File: src/hdl/tcsq_pkg.sv
// ============================================================================
// tcsq_pkg
// Shared types and constants of the timed command sequence queue: request and
// result codes, the stored step word and the channel payloads.
// ============================================================================
package tcsq_pkg;

   // Request codes carried in req_type.
   typedef enum logic [1:0] {
      REQ_ENQUEUE = 2'd0,
      REQ_TICK    = 2'd1,
      REQ_ABORT   = 2'd2,
      REQ_DRAIN   = 2'd3
   } req_kind_type;

   // Result codes carried in result_kind.
   typedef enum logic [1:0] {
      RES_STATUS  = 2'd0,
      RES_EXECUTE = 2'd1,
      RES_DRAINED = 2'd2,
      RES_DROPPED = 2'd3
   } res_kind_type;

   // Control states of the sequencer.
   typedef enum logic [1:0] {
      ST_IDLE  = 2'd0,
      ST_FETCH = 2'd1,
      ST_EMIT  = 2'd2
   } state_type;

   // A drain releases at most this many steps per request.
   localparam int DRAIN_MAX = 16;
   localparam int DRAIN_W   = 5;
   localparam int PEND_W    = 5;

   // One stored step, 64 bits.
   typedef struct packed {
      logic [31:0] payload;
      logic [15:0] delay_ms;
      logic [15:0] command;
   } step_type;

   typedef struct packed {
      req_kind_type req_type;
      logic [15:0]  step_command;
      logic [31:0]  step_payload;
      logic [15:0]  step_delay_ms;
      logic [31:0]  now_ms;
   } req_payload_type;

   typedef struct packed {
      res_kind_type       result_kind;
      logic [15:0]        out_command;
      logic [31:0]        out_payload;
      logic [15:0]        out_delay_ms;
      logic [PEND_W-1:0]  pending_count;
      logic               running;
      logic               last_result;
   } rsp_payload_type;

endpackage

File: src/hdl/tcsq_channels.sv
// ============================================================================
// tcsq_channels
// Valid/ready channel interfaces for the request and result beats.
// ============================================================================
interface tcsq_req_if import tcsq_pkg::*; ();
   logic            valid;
   logic            ready;
   req_payload_type payload;

   modport source (output valid, output payload, input ready);
   modport sink   (input valid, input payload, output ready);
endinterface

interface tcsq_rsp_if import tcsq_pkg::*; ();
   logic            valid;
   logic            ready;
   rsp_payload_type payload;

   modport source (output valid, output payload, input ready);
   modport sink   (input valid, input payload, output ready);
endinterface

File: src/hdl/tcsq_step_mem.sv
// ============================================================================
// tcsq_step_mem
// Step storage: one write port and one read port with registered read data.
// ============================================================================
module tcsq_step_mem import tcsq_pkg::*; #(
   parameter int DEPTH = 16
) (
   input  logic                     clock,
   input  logic                     wr_en,
   input  logic [$clog2(DEPTH)-1:0] wr_addr,
   input  step_type                 wr_data,
   input  logic                     rd_en,
   input  logic [$clog2(DEPTH)-1:0] rd_addr,
   output step_type                 rd_data
);

   step_type mem [DEPTH];
   step_type rd_data_ff;

   always_ff @(posedge clock) begin
      if (wr_en) begin
         mem[wr_addr] <= wr_data;
      end
   end

   always_ff @(posedge clock) begin
      if (rd_en) begin
         rd_data_ff <= mem[rd_addr];
      end
   end

   assign rd_data = rd_data_ff;

endmodule

File: src/hdl/timed_command_sequence_queue.sv
// ============================================================================
// timed_command_sequence_queue
// FIFO of timed command steps released by millisecond ticks or by a drain.
// ============================================================================
// Usage. Requests arrive as beats on req_ch: enqueue a step, tick with the
// current time, abort, or drain. Every request yields one result beat on
// rsp_ch, except a drain of a nonempty queue, which yields one beat per
// released step (at most sixteen) with last_result set on the final one.
// Every result carries the number of steps still queued and the running flag.
// Sequencing: one request is worked on at a time. Enqueue, abort, and ticks
// that release nothing go from idle straight to the emit state, where the
// staged beat moves into the output register. A tick that releases a step
// passes through the fetch state first, and a drain of n steps passes
// through fetch and emit once per released step. The fetch state is set by
// the single read port of the step memory and its registered read data. A
// new request is taken as soon as the previous result sits in the output
// register, even if the receiver has not yet taken that beat.
// Reset (synchronous, active high) empties the queue and disarms the wait;
// the step memory is not cleared and needs no clearing pass. When the
// receiver stalls, the finished beat holds in the output register and the
// sequencer waits before loading the next one.
// ============================================================================
module timed_command_sequence_queue import tcsq_pkg::*; #(
   parameter int QUEUE_DEPTH = 16
) (
   input  logic          clock,
   input  logic          reset,
   tcsq_req_if.sink      req_ch,
   tcsq_rsp_if.source    rsp_ch
);

   localparam int PW = $clog2(QUEUE_DEPTH);
   localparam int CW = $clog2(QUEUE_DEPTH + 1);

   // Control state.
   state_type            state_ff, state_in;
   logic [PW-1:0]        rd_ptr_ff, rd_ptr_in;
   logic [PW-1:0]        wr_ptr_ff, wr_ptr_in;
   logic [CW-1:0]        count_ff, count_in;
   logic                 waiting_ff, waiting_in;
   logic [31:0]          deadline_ff, deadline_in;
   logic                 drain_ff, drain_in;
   logic [DRAIN_W-1:0]   drain_left_ff, drain_left_in;
   logic                 out_valid_ff;

   // Payload registers.
   logic [31:0]          now_ff, now_in;
   rsp_payload_type      res_ff, res_in;
   rsp_payload_type      out_ff;

   // Memory ports.
   logic                 mem_wr;
   logic                 mem_rd;
   step_type             mem_wdata;
   step_type             mem_q;

   // Request decode.
   req_payload_type      req_p;
   logic                 accept;
   logic                 out_free;
   logic                 is_empty;
   logic                 is_full;
   logic                 expired;
   logic                 tick_pop;
   logic                 drain_go;
   logic                 drain_big;
   logic [31:0]          time_diff;
   res_kind_type         kind_sel;

   function automatic logic [PW-1:0] next_ptr(input logic [PW-1:0] p);
      if (p == PW'(QUEUE_DEPTH - 1)) begin
         return '0;
      end
      return p + PW'(1);
   endfunction

   function automatic rsp_payload_type make_res(input res_kind_type k,
                                                input step_type s,
                                                input logic with_delay,
                                                input logic [CW-1:0] cnt,
                                                input logic last);
      rsp_payload_type r;
      r.result_kind   = k;
      r.out_command   = s.command;
      r.out_payload   = s.payload;
      r.out_delay_ms  = with_delay ? s.delay_ms : 16'd0;
      r.pending_count = PEND_W'(cnt);
      r.running       = (cnt != '0);
      r.last_result   = last;
      return r;
   endfunction

   assign req_p     = req_ch.payload;
   assign req_ch.ready = (state_ff == ST_IDLE);
   assign accept    = req_ch.valid && (state_ff == ST_IDLE);
   assign out_free  = !out_valid_ff || rsp_ch.ready;

   assign is_empty  = (count_ff == '0);
   assign is_full   = (count_ff >= CW'(QUEUE_DEPTH));
   // Wrap-safe deadline test: the wait is over once now - deadline is not
   // negative as a signed 32-bit value.
   assign time_diff = req_p.now_ms - deadline_ff;
   assign expired   = !time_diff[31];
   assign tick_pop  = (req_p.req_type == REQ_TICK) && !is_empty &&
                      (!waiting_ff || expired);
   assign drain_go  = (req_p.req_type == REQ_DRAIN) && !is_empty;
   assign drain_big = (32'(count_ff) > 32'(DRAIN_MAX));

   assign mem_wdata.payload  = req_p.step_payload;
   assign mem_wdata.delay_ms = req_p.step_delay_ms;
   assign mem_wdata.command  = req_p.step_command;

   tcsq_step_mem #(
      .DEPTH (QUEUE_DEPTH)
   ) u_step_mem (
      .clock   (clock),
      .wr_en   (mem_wr),
      .wr_addr (wr_ptr_ff),
      .wr_data (mem_wdata),
      .rd_en   (mem_rd),
      .rd_addr (rd_ptr_ff),
      .rd_data (mem_q)
   );

   // Next state.
   always_comb begin
      state_in = state_ff;
      case (state_ff)
         ST_IDLE: begin
            if (accept) begin
               state_in = (tick_pop || drain_go) ? ST_FETCH : ST_EMIT;
            end
         end
         ST_FETCH: begin
            state_in = ST_EMIT;
         end
         ST_EMIT: begin
            if (out_free) begin
               if (drain_ff && (drain_left_ff > DRAIN_W'(1))) begin
                  state_in = ST_FETCH;
               end else begin
                  state_in = ST_IDLE;
               end
            end
         end
         default: begin
            state_in = ST_IDLE;
         end
      endcase
   end

   // Queue bookkeeping, memory accesses and result staging. The sequencer
   // never writes and reads the memory in the same cycle, and an entry is
   // always read by a later request than the one that wrote it.
   always_comb begin
      rd_ptr_in     = rd_ptr_ff;
      wr_ptr_in     = wr_ptr_ff;
      count_in      = count_ff;
      waiting_in    = waiting_ff;
      deadline_in   = deadline_ff;
      drain_in      = drain_ff;
      drain_left_in = drain_left_ff;
      now_in        = now_ff;
      res_in        = res_ff;
      mem_wr        = 1'b0;
      mem_rd        = 1'b0;
      kind_sel      = RES_STATUS;
      case (state_ff)
         ST_IDLE: begin
            if (accept) begin
               case (req_p.req_type)
                  REQ_ENQUEUE: begin
                     if (is_full) begin
                        kind_sel = RES_DROPPED;
                     end else begin
                        mem_wr    = 1'b1;
                        wr_ptr_in = next_ptr(wr_ptr_ff);
                        count_in  = count_ff + CW'(1);
                     end
                  end
                  REQ_TICK: begin
                     now_in = req_p.now_ms;
                     if (is_empty) begin
                        waiting_in = 1'b0;
                     end else if (tick_pop) begin
                        // The wait is rearmed once the released step is read.
                        mem_rd     = 1'b1;
                        rd_ptr_in  = next_ptr(rd_ptr_ff);
                        count_in   = count_ff - CW'(1);
                        waiting_in = 1'b0;
                     end
                  end
                  REQ_ABORT: begin
                     rd_ptr_in   = '0;
                     wr_ptr_in   = '0;
                     count_in    = '0;
                     waiting_in  = 1'b0;
                     deadline_in = '0;
                  end
                  REQ_DRAIN: begin
                     waiting_in  = 1'b0;
                     deadline_in = '0;
                     if (is_empty) begin
                        rd_ptr_in = '0;
                        wr_ptr_in = '0;
                     end else begin
                        mem_rd    = 1'b1;
                        rd_ptr_in = next_ptr(rd_ptr_ff);
                        drain_in  = 1'b1;
                        if (drain_big) begin
                           drain_left_in = DRAIN_W'(DRAIN_MAX);
                           count_in      = count_ff - CW'(DRAIN_MAX);
                        end else begin
                           drain_left_in = DRAIN_W'(count_ff);
                           count_in      = '0;
                        end
                     end
                  end
                  default: begin
                     kind_sel = RES_STATUS;
                  end
               endcase
               res_in = make_res(kind_sel, '0, 1'b0, count_in, 1'b1);
            end
         end
         ST_FETCH: begin
            if (drain_ff) begin
               res_in = make_res(RES_DRAINED, mem_q, 1'b1, count_ff,
                                 drain_left_ff == DRAIN_W'(1));
            end else begin
               res_in = make_res(RES_EXECUTE, mem_q, 1'b0, count_ff, 1'b1);
               if ((mem_q.delay_ms != 16'd0) && (count_ff != '0)) begin
                  deadline_in = now_ff + 32'(mem_q.delay_ms);
                  waiting_in  = 1'b1;
               end else begin
                  waiting_in  = 1'b0;
               end
            end
         end
         ST_EMIT: begin
            if (out_free && drain_ff) begin
               if (drain_left_ff > DRAIN_W'(1)) begin
                  drain_left_in = drain_left_ff - DRAIN_W'(1);
                  mem_rd        = 1'b1;
                  rd_ptr_in     = next_ptr(rd_ptr_ff);
               end else begin
                  drain_in = 1'b0;
                  if (count_ff == '0) begin
                     rd_ptr_in = '0;
                     wr_ptr_in = '0;
                  end
               end
            end
         end
         default: begin
            drain_in = 1'b0;
         end
      endcase
   end

   always_ff @(posedge clock) begin
      if (reset) begin
         state_ff      <= ST_IDLE;
         rd_ptr_ff     <= '0;
         wr_ptr_ff     <= '0;
         count_ff      <= '0;
         waiting_ff    <= 1'b0;
         deadline_ff   <= '0;
         drain_ff      <= 1'b0;
         drain_left_ff <= '0;
      end else begin
         state_ff      <= state_in;
         rd_ptr_ff     <= rd_ptr_in;
         wr_ptr_ff     <= wr_ptr_in;
         count_ff      <= count_in;
         waiting_ff    <= waiting_in;
         deadline_ff   <= deadline_in;
         drain_ff      <= drain_in;
         drain_left_ff <= drain_left_in;
      end
   end

   always_ff @(posedge clock) begin
      now_ff <= now_in;
      res_ff <= res_in;
   end

   // Output register: a staged result moves here once the previous beat has
   // been taken or is being taken in the same cycle.
   always_ff @(posedge clock) begin
      if (reset) begin
         out_valid_ff <= 1'b0;
      end else if ((state_ff == ST_EMIT) && out_free) begin
         out_valid_ff <= 1'b1;
      end else if (rsp_ch.ready) begin
         out_valid_ff <= 1'b0;
      end
   end

   always_ff @(posedge clock) begin
      if ((state_ff == ST_EMIT) && out_free) begin
         out_ff <= res_ff;
      end
   end

   assign rsp_ch.valid   = out_valid_ff;
   assign rsp_ch.payload = out_ff;

`ifndef SYNTHESIS
   // The queue never holds more steps than it has entries.
   a_count_bound: assert property (@(posedge clock) disable iff (reset)
      count_ff <= CW'(QUEUE_DEPTH))
      else $error("step count exceeds queue depth");

   // A deadline is only armed while steps remain queued.
   a_wait_needs_steps: assert property (@(posedge clock) disable iff (reset)
      waiting_ff |-> (count_ff != '0))
      else $error("deadline armed on an empty queue");

   // A drain fetch always has a step left to release.
   a_drain_left: assert property (@(posedge clock) disable iff (reset)
      ((state_ff == ST_FETCH) && drain_ff) |-> (drain_left_ff != '0))
      else $error("drain fetch with no steps left");

   // Only drained steps can be followed by further beats of the same request.
   a_last_only_drain: assert property (@(posedge clock) disable iff (reset)
      (out_valid_ff && !out_ff.last_result) |-> (out_ff.result_kind == RES_DRAINED))
      else $error("non-final beat that is not a drained step");
`endif

endmodule

File: src/flat_wrapper.sv
// flat-port wrapper written by rule: the top's interface ports become plain ports
module timed_command_sequence_queue_flat import tcsq_pkg::*;
#(
   parameter int QUEUE_DEPTH = 16
)
  (clock, reset, req_ch_valid, req_ch_payload, req_ch_ready, rsp_ch_valid, rsp_ch_payload, rsp_ch_ready);
  tcsq_req_if req_ch_i ();
  tcsq_rsp_if rsp_ch_i ();
  input  logic clock;
  input  logic reset;
  input wire logic [$bits(req_ch_i.valid)-1:0] req_ch_valid;
  input wire logic [$bits(req_ch_i.payload)-1:0] req_ch_payload;
  output wire logic [$bits(req_ch_i.ready)-1:0] req_ch_ready;
  output wire logic [$bits(rsp_ch_i.valid)-1:0] rsp_ch_valid;
  output wire logic [$bits(rsp_ch_i.payload)-1:0] rsp_ch_payload;
  input wire logic [$bits(rsp_ch_i.ready)-1:0] rsp_ch_ready;
  assign req_ch_i.valid = req_ch_valid;
  assign req_ch_i.payload = req_ch_payload;
  assign req_ch_ready = req_ch_i.ready;
  assign rsp_ch_valid = rsp_ch_i.valid;
  assign rsp_ch_payload = rsp_ch_i.payload;
  assign rsp_ch_i.ready = rsp_ch_ready;
  timed_command_sequence_queue #(.QUEUE_DEPTH(QUEUE_DEPTH)) u_core (.clock(clock), .reset(reset), .req_ch(req_ch_i), .rsp_ch(rsp_ch_i));
endmodule
File: config.mk
export PLATFORM = sky130hd
export DESIGN_NAME = timed_command_sequence_queue_flat
export DESIGN_NICKNAME = d
export VERILOG_FILES = /design/src/hdl/tcsq_pkg.sv /design/src/hdl/tcsq_channels.sv /design/src/hdl/tcsq_step_mem.sv /design/src/hdl/timed_command_sequence_queue.sv /design/src/flat_wrapper.sv
export SDC_FILE = /design/constraint.sdc
export NUM_CORES = 1
export LEC_CHECK = 0
export BUFFER_PORTS_ARGS = -buffer_cell sky130_fd_sc_hd__buf_4
export CAP_MARGIN = 10
export CORE_MARGIN = 3
export CORE_UTILIZATION = 40
export CTS_CLUSTER_SIZE = 25
export DETAILED_ROUTE_END_ITERATION = 10
export HOLD_SLACK_MARGIN = 0.08
export SYNTH_ARGS = -nofsm -noshare
export SYNTH_HDL_FRONTEND = slang
export SYNTH_SLANG_ARGS = --single-unit
export TNS_END_PERCENT = 30
File: constraint.sdc
create_clock -name clock -period 20 [get_ports clock]
set_input_delay 6 -clock clock [delete_from_list [all_inputs] [get_ports clock]]
set_output_delay 6 -clock clock [all_outputs]
set_load 0.1 [all_outputs]
# Yosys cells after proc, flatten, opt, wreduce, memory -nomap -nowiden
# Memories as Yosys holds them, arrays and structs flattened. A register that Yosys moved wholly into a read port is not among the register bits.
# Cells that the tools add are included.
dict set report op_classes {
  bitwise_logic 1
  n_mux 99
  magnitude_cmp 3
  reduce_logical 35
  addsub 8
  n_eq_ne 26
}
# operator count
set op_table {}
lappend op_table {{2-to-1 mux 73 bit} 2}
lappend op_table {{case mux 73 bit (2 select lines)} 1}
lappend op_table {{2-to-1 mux 32 bit} 4}
lappend op_table {{2-to-1 mux 4 bit} 18}
lappend op_table {{2-to-1 mux 5 bit} 13}
lappend op_table {{case mux 32 bit (2 select lines)} 1}
lappend op_table {{2-to-1 mux 1 bit} 43}
lappend op_table {{adder 32 x 16 -> 32 bit} 1}
lappend op_table {{subtractor 32 bit} 1}
lappend op_table {{case mux 4 bit (3 select lines)} 2}
lappend op_table {{case mux 5 bit (4 select lines)} 1}
lappend op_table {{AND reduction 6 bit} 3}
lappend op_table {{case mux 4 bit (2 select lines)} 2}
lappend op_table {{nonzero test 16 bit} 1}
lappend op_table {{!= test 2 x 1 -> 1 bit, second input constant} 6}
lappend op_table {{2-to-1 mux 2 bit} 5}
lappend op_table {{case mux 5 bit (2 select lines)} 1}
lappend op_table {{AND reduction 5 bit} 2}
lappend op_table {{nonzero test 5 bit} 2}
lappend op_table {{subtractor 5 x 1 -> 5 bit, second input constant} 2}
lappend op_table {{adder 4 x 1 -> 4 bit, second input constant} 2}
lappend op_table {{== test 4 bit, second input constant} 2}
lappend op_table {{logical AND 1 bit} 8}
lappend op_table {{!= test 2 bit, second input constant} 4}
lappend op_table {{26 further kinds} 45}
dict set report word_totals {
  input_bits 102
  ramBits 1024
  wordCells 197
  n_memories 1
  regBits 233
}
# memory words word_bits rd rd_ports_with_merged_regs wr line
set memory_table {}
lappend memory_table {u_core.u_step_mem.mem 16 64 1 1 1 tcsq_step_mem.sv:17} ;# step_type mem [DEPTH];

# Logic depth before layout (Yosys ltp)
# Gate-level depths: netlist of the first run.
dict set report depth {
  word_depth 15
  ltp_mapped 13
}

# By module
# From an unflattened synthesis of the first run, not the netlist that was laid out.
dict set report hier_totals {
  hier_cells 2522
  area_unflattened_um2 50611.0
}
# module area_per_inst_um2 cells_per_inst seq_area_each_um2 instances
set by_module_without_submodules {}
lappend by_module_without_submodules {tcsq_step_mem 40222.3 1647 32671.3 1}
lappend by_module_without_submodules {timed_command_sequence_queue 10388.7 875 6446.2 1}

# Least setup slack after synthesis of the first run
# No wires, ideal clock.
dict set report synth_path {
  path_kind {input to register}
  startpoint {in req_ch_payload[96]}
  endpoint {mem u_core.u_step_mem.mem[3][0] (netlist bit), enable pin}
  cell_stages 5
  required_ps 19436
  t_arrival_ps 11388
  path_slack_ps 8047
  path_cell_list {or2_2 -> clkbuf_1 -> nor3_1 -> nand2_1 -> nor3_1}
}
dict set report synth_via {
  elab_chain_cells 6
}
# element line
set synth_rtl {}
lappend synth_rtl {{start: declaration} flat_wrapper.sv:12} ;# input wire logic [$bits(req_ch_i.payload)-1:0] req_ch_payload;
lappend synth_rtl {{logical NOT 2 bit} timed_command_sequence_queue.sv:171} ;# case (req_p.req_type)
lappend synth_rtl {{2-to-1 mux 1 bit} timed_command_sequence_queue.sv:171}
lappend synth_rtl {{2-to-1 mux 1 bit} timed_command_sequence_queue.sv:170} ;# if (accept) begin
lappend synth_rtl {{2-to-1 mux 1 bit} timed_command_sequence_queue.sv:168} ;# case (state_ff)
lappend synth_rtl {{2-to-1 mux 1 bit} tcsq_step_mem.sv:21} ;# if (wr_en) begin
lappend synth_rtl {{2-to-1 mux 1 bit (implied by the code)} tcsq_step_mem.sv:22} ;# mem[wr_addr] <= wr_data;
lappend synth_rtl {{end: declaration} tcsq_step_mem.sv:17}
# Every way passes these cells.

# Final worst setup path of the first run
dict set report layout_path {
  startpoint {in req_ch_payload[96]}
  endpoint {mem u_core.u_step_mem.mem[3][59] (netlist bit), enable pin}
}
# Same word-level chain as after synthesis.

==> results of run 1 <==
[per-layer routing]
metal | vias to the layer above | track usage [%] | share of wire [%]
met5 | - | 0 | 0.050
met4 | 8 | 4.565 | 2.0
met3 | 155 | 3.959 | 6.6
met2 | 795 | 27.66 | 49
met1 | 12610 | 22.82 | 42
li1 | 10290 | - | -
[Yosys cell counts (all sizes together) (2+ instances only)]
| cell type | instances |
|---|---|
| nand2 | 71 |
| a31oi | 8 |
| ha | 56 |
| o21ai | 47 |
| nand2b | 12 |
| o22ai | 2 |
| and2 | 51 |
| clkbuf | 84 |
| nand4 | 14 |
| or3 | 2 |
| nor4 | 8 |
| o32a | 3 |
| a211oi | 8 |
| edfxtp | 1266 |
| and3 | 21 |
| nor3 | 20 |
| nand3b | 3 |
| nor2b | 12 |
| a21o | 13 |
| mux4 | 320 |
| nand3 | 16 |
| o21bai | 9 |
| xor2 | 12 |
| nor4b | 2 |
| xnor2 | 19 |
| mux2 | 2 |
| nor2 | 75 |
| a31o | 2 |
| a21oi | 49 |
| o211ai | 2 |
| buf | 25 |
| a32o | 2 |
| a22oi | 16 |
| and4 | 2 |
| inv | 49 |
| a22o | 3 |
| dfxtp | 55 |
[stage by stage]
step	instance area [µm²]	std cells
2_1_floorplan	50580	2372
6_report	58370	4368
4_1_cts	58350	4361
3_5_place_dp	54000	4115
5_1_grt	58360	4362
3_3_place_gp	54000	4115
[power by group through the flow]
stage | Sequential (mW) | Combinational [mW] | Clock (mW)
after CTS | 3.15 | 0.456 | 2.53
after global routing | 3.15 | 0.482 | 2.64
after detailed placement | 3.20 | 0.454 | 0
final | 3.14 | 0.448 | 2.47
after floorplan | 3.27 | 0.233 | 0
after global placement | 3.20 | 0.445 | 0
[final cells by class]
| class | instances | area [µm²] | share of cell area (%) |
|---|---|---|---|
| multi-input combinational | 893 | 11010 | 18.85 |
| inverter | 49 | 183.9 | 0.3151 |
| tap | 1637 | 2048 | 3.509 |
| clock inverter | 80 | 713.2 | 1.222 |
| timing repair buffer | 215 | 1627 | 2.787 |
| sequential | 1321 | 39130 | 67.04 |
| clock buffer | 166 | 3643 | 6.242 |
| antenna | 7 | 17.52 | 0.03001 |
[flip-flops by register name, summed over array words and instances (netlist names), 2 cells and up]
signal and flops:
u_core.rsp_ch.payload 73, u_core.rd_ptr_ff 4, u_core.deadline_ff 32, u_core.res_ff 73
u_core.state_ff 2, u_core.u_step_mem.mem 1024, u_core.count_ff 5, u_core.drain_left_ff 5
u_core.now_ff 32, u_core.wr_ptr_ff 4, u_core.u_step_mem.rd_data 64
[final timing paths]
kind | start | to | slack (ps) | cells after the start
min | u_core.res_ff[32] | u_core.rsp_ch.payload[32] | 410 | 0
max | req_ch_payload[96] | u_core.u_step_mem.mem[3][59] | 10600 | 6
max reg2reg | u_core.state_ff[1] | u_core.u_step_mem.mem[3][59] | 15280 | 6
min reg2reg | u_core.res_ff[32] | u_core.rsp_ch.payload[32] | 410 | 0
[kinds of logic (layout without fill, tap and decap cells)]
group / count (synthesis) / after routing / synth area share [%]
xor+xnor: 31 / 31 / 0.5367
compound gates: 171 / 171 / 2.102
simple gates: 311 / 311 / 3.099
other cells: 0 / 7 / 0
flops: 1321 / 1321 / 77.33
mux: 323 / 323 / 14.32
fa+ha+maj: 57 / 57 / 1.425
buf+inv: 158 / 510 / 1.187
==> parameters.txt, run 1 <==
Parameter                              Value

Cells and area
  Commonest cells after routing, fill and taps aside    1266 x edfxtp_1, 320 x mux4_2, 214 x buf_4
  Final #Nets    2777
  Fillcell total    10210
  Final core utilization    46.85%
  Fraction of layout instances using a drive strength above 1    28.23%
  Area delta synth->final    15.39%
  Commonest non-fill, non-tap cell in the layout    edfxtp_1

Synthesis
  Post-synthesis register bit count    1321
  Number of standard cells after synthesis    2372
  Number of warnings printed during yosys synthesis    0
  Area contributors post-synth    edfxtp_1 75%, mux4_2 14%, dfxtp_1 2.2%
  Post-synth top area cell    edfxtp_1
  Number of nets in the synthesized netlist    2531
  Area fraction of the dominant cell type after synthesis    75.15%
  Post-synthesis instance area    50580 µm²
  Synth unique cells    56
  Async S/R FF share, synth    0%
  Sequential share of the synthesized area    77.33%
  Number of enable flip-flop cells after synthesis    1266
  Syn_area_per_cell    21.33 µm²
  Most used flip-flop cell after synthesis    edfxtp_1

Clock tree
  # clock sinks    1321
  Gates resized, CTS repair    0
  Number of buffers inserted by hold repair at cts    0
  Clock-pin slew of the registers on the worst-case setup and hold paths    70 ps
  Clock tree from TritonCTS    done
  Master cell of the clock root buffer    clkbuf_16
  Largest buffer count on any clock path    3
  TritonCTS buffer count    138
  Clock H-tree levels    4
  Latest clock arrival within the worst-skew pair    730 ps
  Post-CTS setup buffer count    0

Timing
  Minimum setup slack in the final design    10600 ps
  Slew at the pin closest to its max-slew limit    1113 ps
  Unrepaired setup endpoints after global routing    false
  Minimum clock period after layout    9405 ps
  Setup-violating endpoint count in the final report    0
  Worst slew margin relative to its limit    25.37%
  Pins over their slew limit    0
  Fin. Hold Viols    0
  Final worst path period share    47.02%
  Sum of negative setup slack    0 ps
  Top achievable clock speed    0.1063 GHz
  Post-Route Skew    21.83 ps
  Worst hold slack across all endpoints    408.0 ps

Route
  Average wire per standard cell    25.15 µm
  First drt pass iteration count    5
  Routed wire length    109800 µm
  Number of vias per cell    5.462
  Count of vias placed by the detailed router    23860
  # DRC    0
  Final antenna-violating net count    0
  Number of DRC violations after detailed-routing iteration 0    2146

Placed design
  Count of port buffers added during placement    176
  Place WS    9862 ps
  Routability-driven placement congestion ratio    0.8699
  Estimated wirelength of the detail-placed design    61650 µm

Global routing
  Overall track demand over capacity in global routing    16.88%
  Total grt overflow    0
  Number of global-route vias before repair    24850
  Antenna violations before repair    12
  Global-route wire length before repair    164700 µm
  Maximum number of pins on one net before global-route repair    112

Floorplanning
  Die outline height    361.6 µm
  I/O pin total    177
  Placeable core region    124600 µm²
  FP Rows    129
  Floorplan die area    130800 µm²
  Starting Density    40.60%
  Width of the die    361.6 µm

Setup path
  Required time at the worst-slack endpoint    20330 ps
  Sum of buffers and inverters on the critical path    2
  Startpoint types    input port
  Kind of cell adding the most delay to the critical path    simple AND/OR/NAND/NOR gates
  Crit path DAT    9740 ps
  Nature of the critical path endpoint    flip-flop
  Cell repeated most along the worst path    buf_4
  Setup CP Type    in2reg
  Longest individual stage delay on the worst path    970 ps
  Library cell contributing the largest single delay on the critical path    buf_4
  Highest net fanout along the worst path    53
  CP cell instances    buf_4 -> or2_2 -> nor3_1 -> nand2_1 -> nor3_2 -> buf_4

Power
  Part of the total power dissipated in sequential elements    51.9%
  Worst supply voltage drop on vdd    0.07898 mV
  Overall power    6.060 mW
  Sw Ratio    22.49%
  Sw Pwr    1.363 mW
  Int Pwr    4.698 mW
  Pleak    18.33 nW
  Ratio of total power to cell area    103.8 nW/µm²
  Clock power share    40.7%
  Comb pwr share    7.4%

Outcome
  Status    completed

Job
  Max capacitance violation total    0

Worst hold path
  Worst min-delay path category    reg2reg
Power figures use the tool's default switching activity.
==> run 2: changes to the inputs <==
--- a/config.mk
+++ b/config.mk
@@ -5,6 +5,7 @@
 export SDC_FILE = /design/constraint.sdc
 export NUM_CORES = 1
 export LEC_CHECK = 0
+export ABC_AREA = 1
 export BUFFER_PORTS_ARGS = -buffer_cell sky130_fd_sc_hd__buf_4
 export CAP_MARGIN = 10
 export CORE_MARGIN = 3
==> constraint.sdc (replaced) <==
create_clock -name clock -period 9.3 [get_ports clock]
set_input_delay 2.79 -clock clock [delete_from_list [all_inputs] [get_ports clock]]
set_output_delay 2.79 -clock clock [all_outputs]
set_load 0.1 [all_outputs]
==> parameters.txt, run 2 <==
Parameter                              Value

Outcome
  Status    completed

Synthesis
  Area contributors post-synth    edfxtp_1 73%, mux2i_1 4.0%, o221ai_1 3.5%
  Async S/R FF share, synth    0%
  Area fraction of the dominant cell type after synthesis    72.71%
  Number of standard cells after synthesis    3650
  Sequential share of the synthesized area    74.82%
  Most repeated cell in the gate-level netlist after synthesis    edfxtp_1
  Most used flip-flop cell after synthesis    edfxtp_1
  Leading post-synthesis cells by instance count    1266 x edfxtp_1, 480 x nor2_1, 286 x o21ai_0
  Synth unique cells    55
  Post-synthesis instance area    52280 µm²
  Post-synthesis register bit count    1321
  Number of enable flip-flop cells after synthesis    1266
  Post-synth top area cell    edfxtp_1
  Number of warnings printed during yosys synthesis    0
  Number of nets in the synthesized netlist    3809
  Syn_area_per_cell    14.32 µm²

Placed design
  Post-DP Area    55430 µm²
  Count of port buffers added during placement    176
  Estimated wirelength of the detail-placed design    68970 µm
  Place WS    3204 ps
  Routability-driven placement congestion ratio    0.8250

Timing
  Slew at the pin closest to its max-slew limit    1162 ps
  Unrepaired setup endpoints after global routing    false
  Fin. Hold Viols    0
  Top achievable clock speed    0.1905 GHz
  Minimum setup slack in the final design    4050 ps
  Sum of negative setup slack    0 ps
  Final worst path period share    56.46%
  Pins over their slew limit    0
  Minimum clock period after layout    5250 ps
  Worst slew margin relative to its limit    22.51%
  Post-Route Skew    29.25 ps
  Setup-violating endpoint count in the final report    0

Cells and area
  Register containing the most flip-flops in the final layout    u_core.u_step_mem.mem
  Finished layout cell area    59770 µm²
  Final core utilization    46.10%
  Fraction of layout instances using a drive strength above 1    12.24%
  Commonest non-fill, non-tap cell in the layout    edfxtp_1
  Multi-input gate area in the final layout    11720 µm²
  Final #Nets    3957
  Commonest cells after routing, fill and taps aside    1266 x edfxtp_1, 462 x nor2_1, 286 x o21ai_0
  Fillcell total    11300
  Flip-flop count of the largest register, all copies and words added    1024
  Area delta synth->final    14.32%
  Register area    39130 µm²

Setup path
  Nature of the critical path endpoint    flip-flop
  Highest net fanout along the worst path    34
  Worst R2R Start    u_core.rd_ptr_ff[0]
  Reg-to-reg endpoint    u_core.u_step_mem.rd_data[23]
  Setup slack, reg-to-reg    5500 ps
  Setup CP Type    in2reg
  Startpoint types    input port
  Required time at the worst-slack endpoint    9700 ps
  Worst Reg2Reg Path Length in Cells    6
  Crit path DAT    5650 ps

Worst hold path
  Worst min-delay path category    reg2reg
  Number of instances on the worst hold path    0
  Hold Path Origin    u_core.res_ff[30]
  Terminating pin of the worst hold path    u_core.rsp_ch.payload[30]

Route
  First drt pass iteration count    6
  Final antenna-violating net count    0
  Count of vias placed by the detailed router    30480
  Number of vias per cell    5.395
  Average wire per standard cell    22.09 µm
  Routed wire length    124800 µm
  Number of DRC violations after detailed-routing iteration 0    2898
  # DRC    0

Global routing
  Overall track demand over capacity in global routing    18.21%
  Total grt overflow    0
  Maximum number of pins on one net before global-route repair    195
  Global-route wire length before repair    189400 µm
  Antenna violations before repair    8
  Number of global-route vias before repair    29660

Clock tree
  Clock tree from TritonCTS    done
  Number of buffers inserted by hold repair at cts    0
  Gates resized, CTS repair    0
  TritonCTS buffer count    140
  Latest clock arrival within the worst-skew pair    780 ps
  Clock H-tree levels    4
  Post-CTS setup buffer count    0
  Master cell of the clock root buffer    clkbuf_16
  Clock-pin slew of the registers on the worst-case setup and hold paths    60 ps
  Largest buffer count on any clock path    3
  # clock sinks    1321

Floorplanning
  Starting Density    40.33%
  Width of the die    367.5 µm
  I/O pin total    177
  Placeable core region    129600 µm²
  Die outline height    367.5 µm
  Floorplan die area    135100 µm²
  FP Rows    132

Power
  Worst supply voltage drop on vdd    0.1363 mV
  Ratio of total power to cell area    231.4 nW/µm²
  Pleak    19.61 nW

Job
  Max capacitance violation total    0
==> run 2: per-layer routing <==
layer / vias to the layer above / part of all wire (%) / GRT usage [%] / routed length [µm]
met4: 8 / 1.5 / 4.420 / 1821
met3: 153 / 5.6 / 3.404 / 6985
met1: 15410 / 47 / 26.59 / 58360
met5: - / 0.039 / 0 / 49
li1: 14080 / - / - / -
met2: 831 / 46 / 28.23 / 57570
==> run 2: worst max path at each step <==
stage | start | to | slack [ps] | cells after the start
6_report | req_ch_payload[30] | u_core.u_step_mem.rd_data[50] | 4050 | 16
5_1_grt | req_ch_payload[30] | u_core.u_step_mem.rd_data[56] | 3800 | 17
4_1_cts | req_ch_payload[26] | u_core.u_step_mem.rd_data[50] | 4030 | 16
3_5_place_dp | req_ch_payload[26] | u_core.u_step_mem.rd_data[52] | 3200 | 16
3_3_place_gp | req_ch_payload[26] | u_core.u_step_mem.rd_data[52] | 3230 | 16
2_1_floorplan | req_ch_payload[97] | u_core.u_step_mem.mem[15][0] | 1240 | 5
==> run 2: cell families after synthesis <==
logic type                 count (synthesis)  share of synthesized area [%]
buffers and inverters                    401                          3.039
DFF                                     1321                          74.82
xor gates and xnor gates                  13                         0.2178
AOI/OAI and AO/OA                        728                          9.307
muxes                                    207                          3.963
adders and majority gates                 57                          1.378
and+or+nand+nor                          923                          7.277
==> run 2: final cells by class <==
class                      instances  share of cell area (%)
sequential                      1321                   65.47
multi-input combinational       1928                   19.61
clock buffer                     182                   6.196
tap                             1742                   3.646
timing repair buffer             217                   2.788
inverter                         190                   1.216
clock inverter                    67                   1.063
antenna                            3                 0.01256
==> run 2: worst max-delay path, cell delays in order <==
cell     delay [ps]
buf_4           110
ha_1            280
nand2_1          70
nor2_1          130
nand2_1         100
nor3_1          220
nand2_1         130
nand2_1          90
nand2_2          60
nand3_4         120
nand2_4         100
nand2_1         100
a21oi_1         120
nor2_4           90
buf_4           450
buf_4           540
==> run 2: per-stage QoR <==
| stage | power (mW) | hold slack [ps] | instances |
|---|---|---|---|
| final | 13.83 | 416.8 | 5650 |
| after global routing | 14.35 | 422.4 | 5648 |
| after CTS | 13.98 | 412.7 | 5647 |
| after detailed placement | 8.649 | 404.5 | 5398 |
| after global placement | 8.644 | 400.9 | 5398 |
| after floorplan | 8.092 | 400.3 | 3650 |
==> run 2: power breakdown <==
group / leakage (nW) / internal [mW] / switching (mW)
combinational: 5.55 / 0.466 / 1.22
clock: 2.11 / 3.03 / 2.29
sequential: 12.0 / 6.73 / 0.0959
total: 19.6 / 10.2 / 3.61
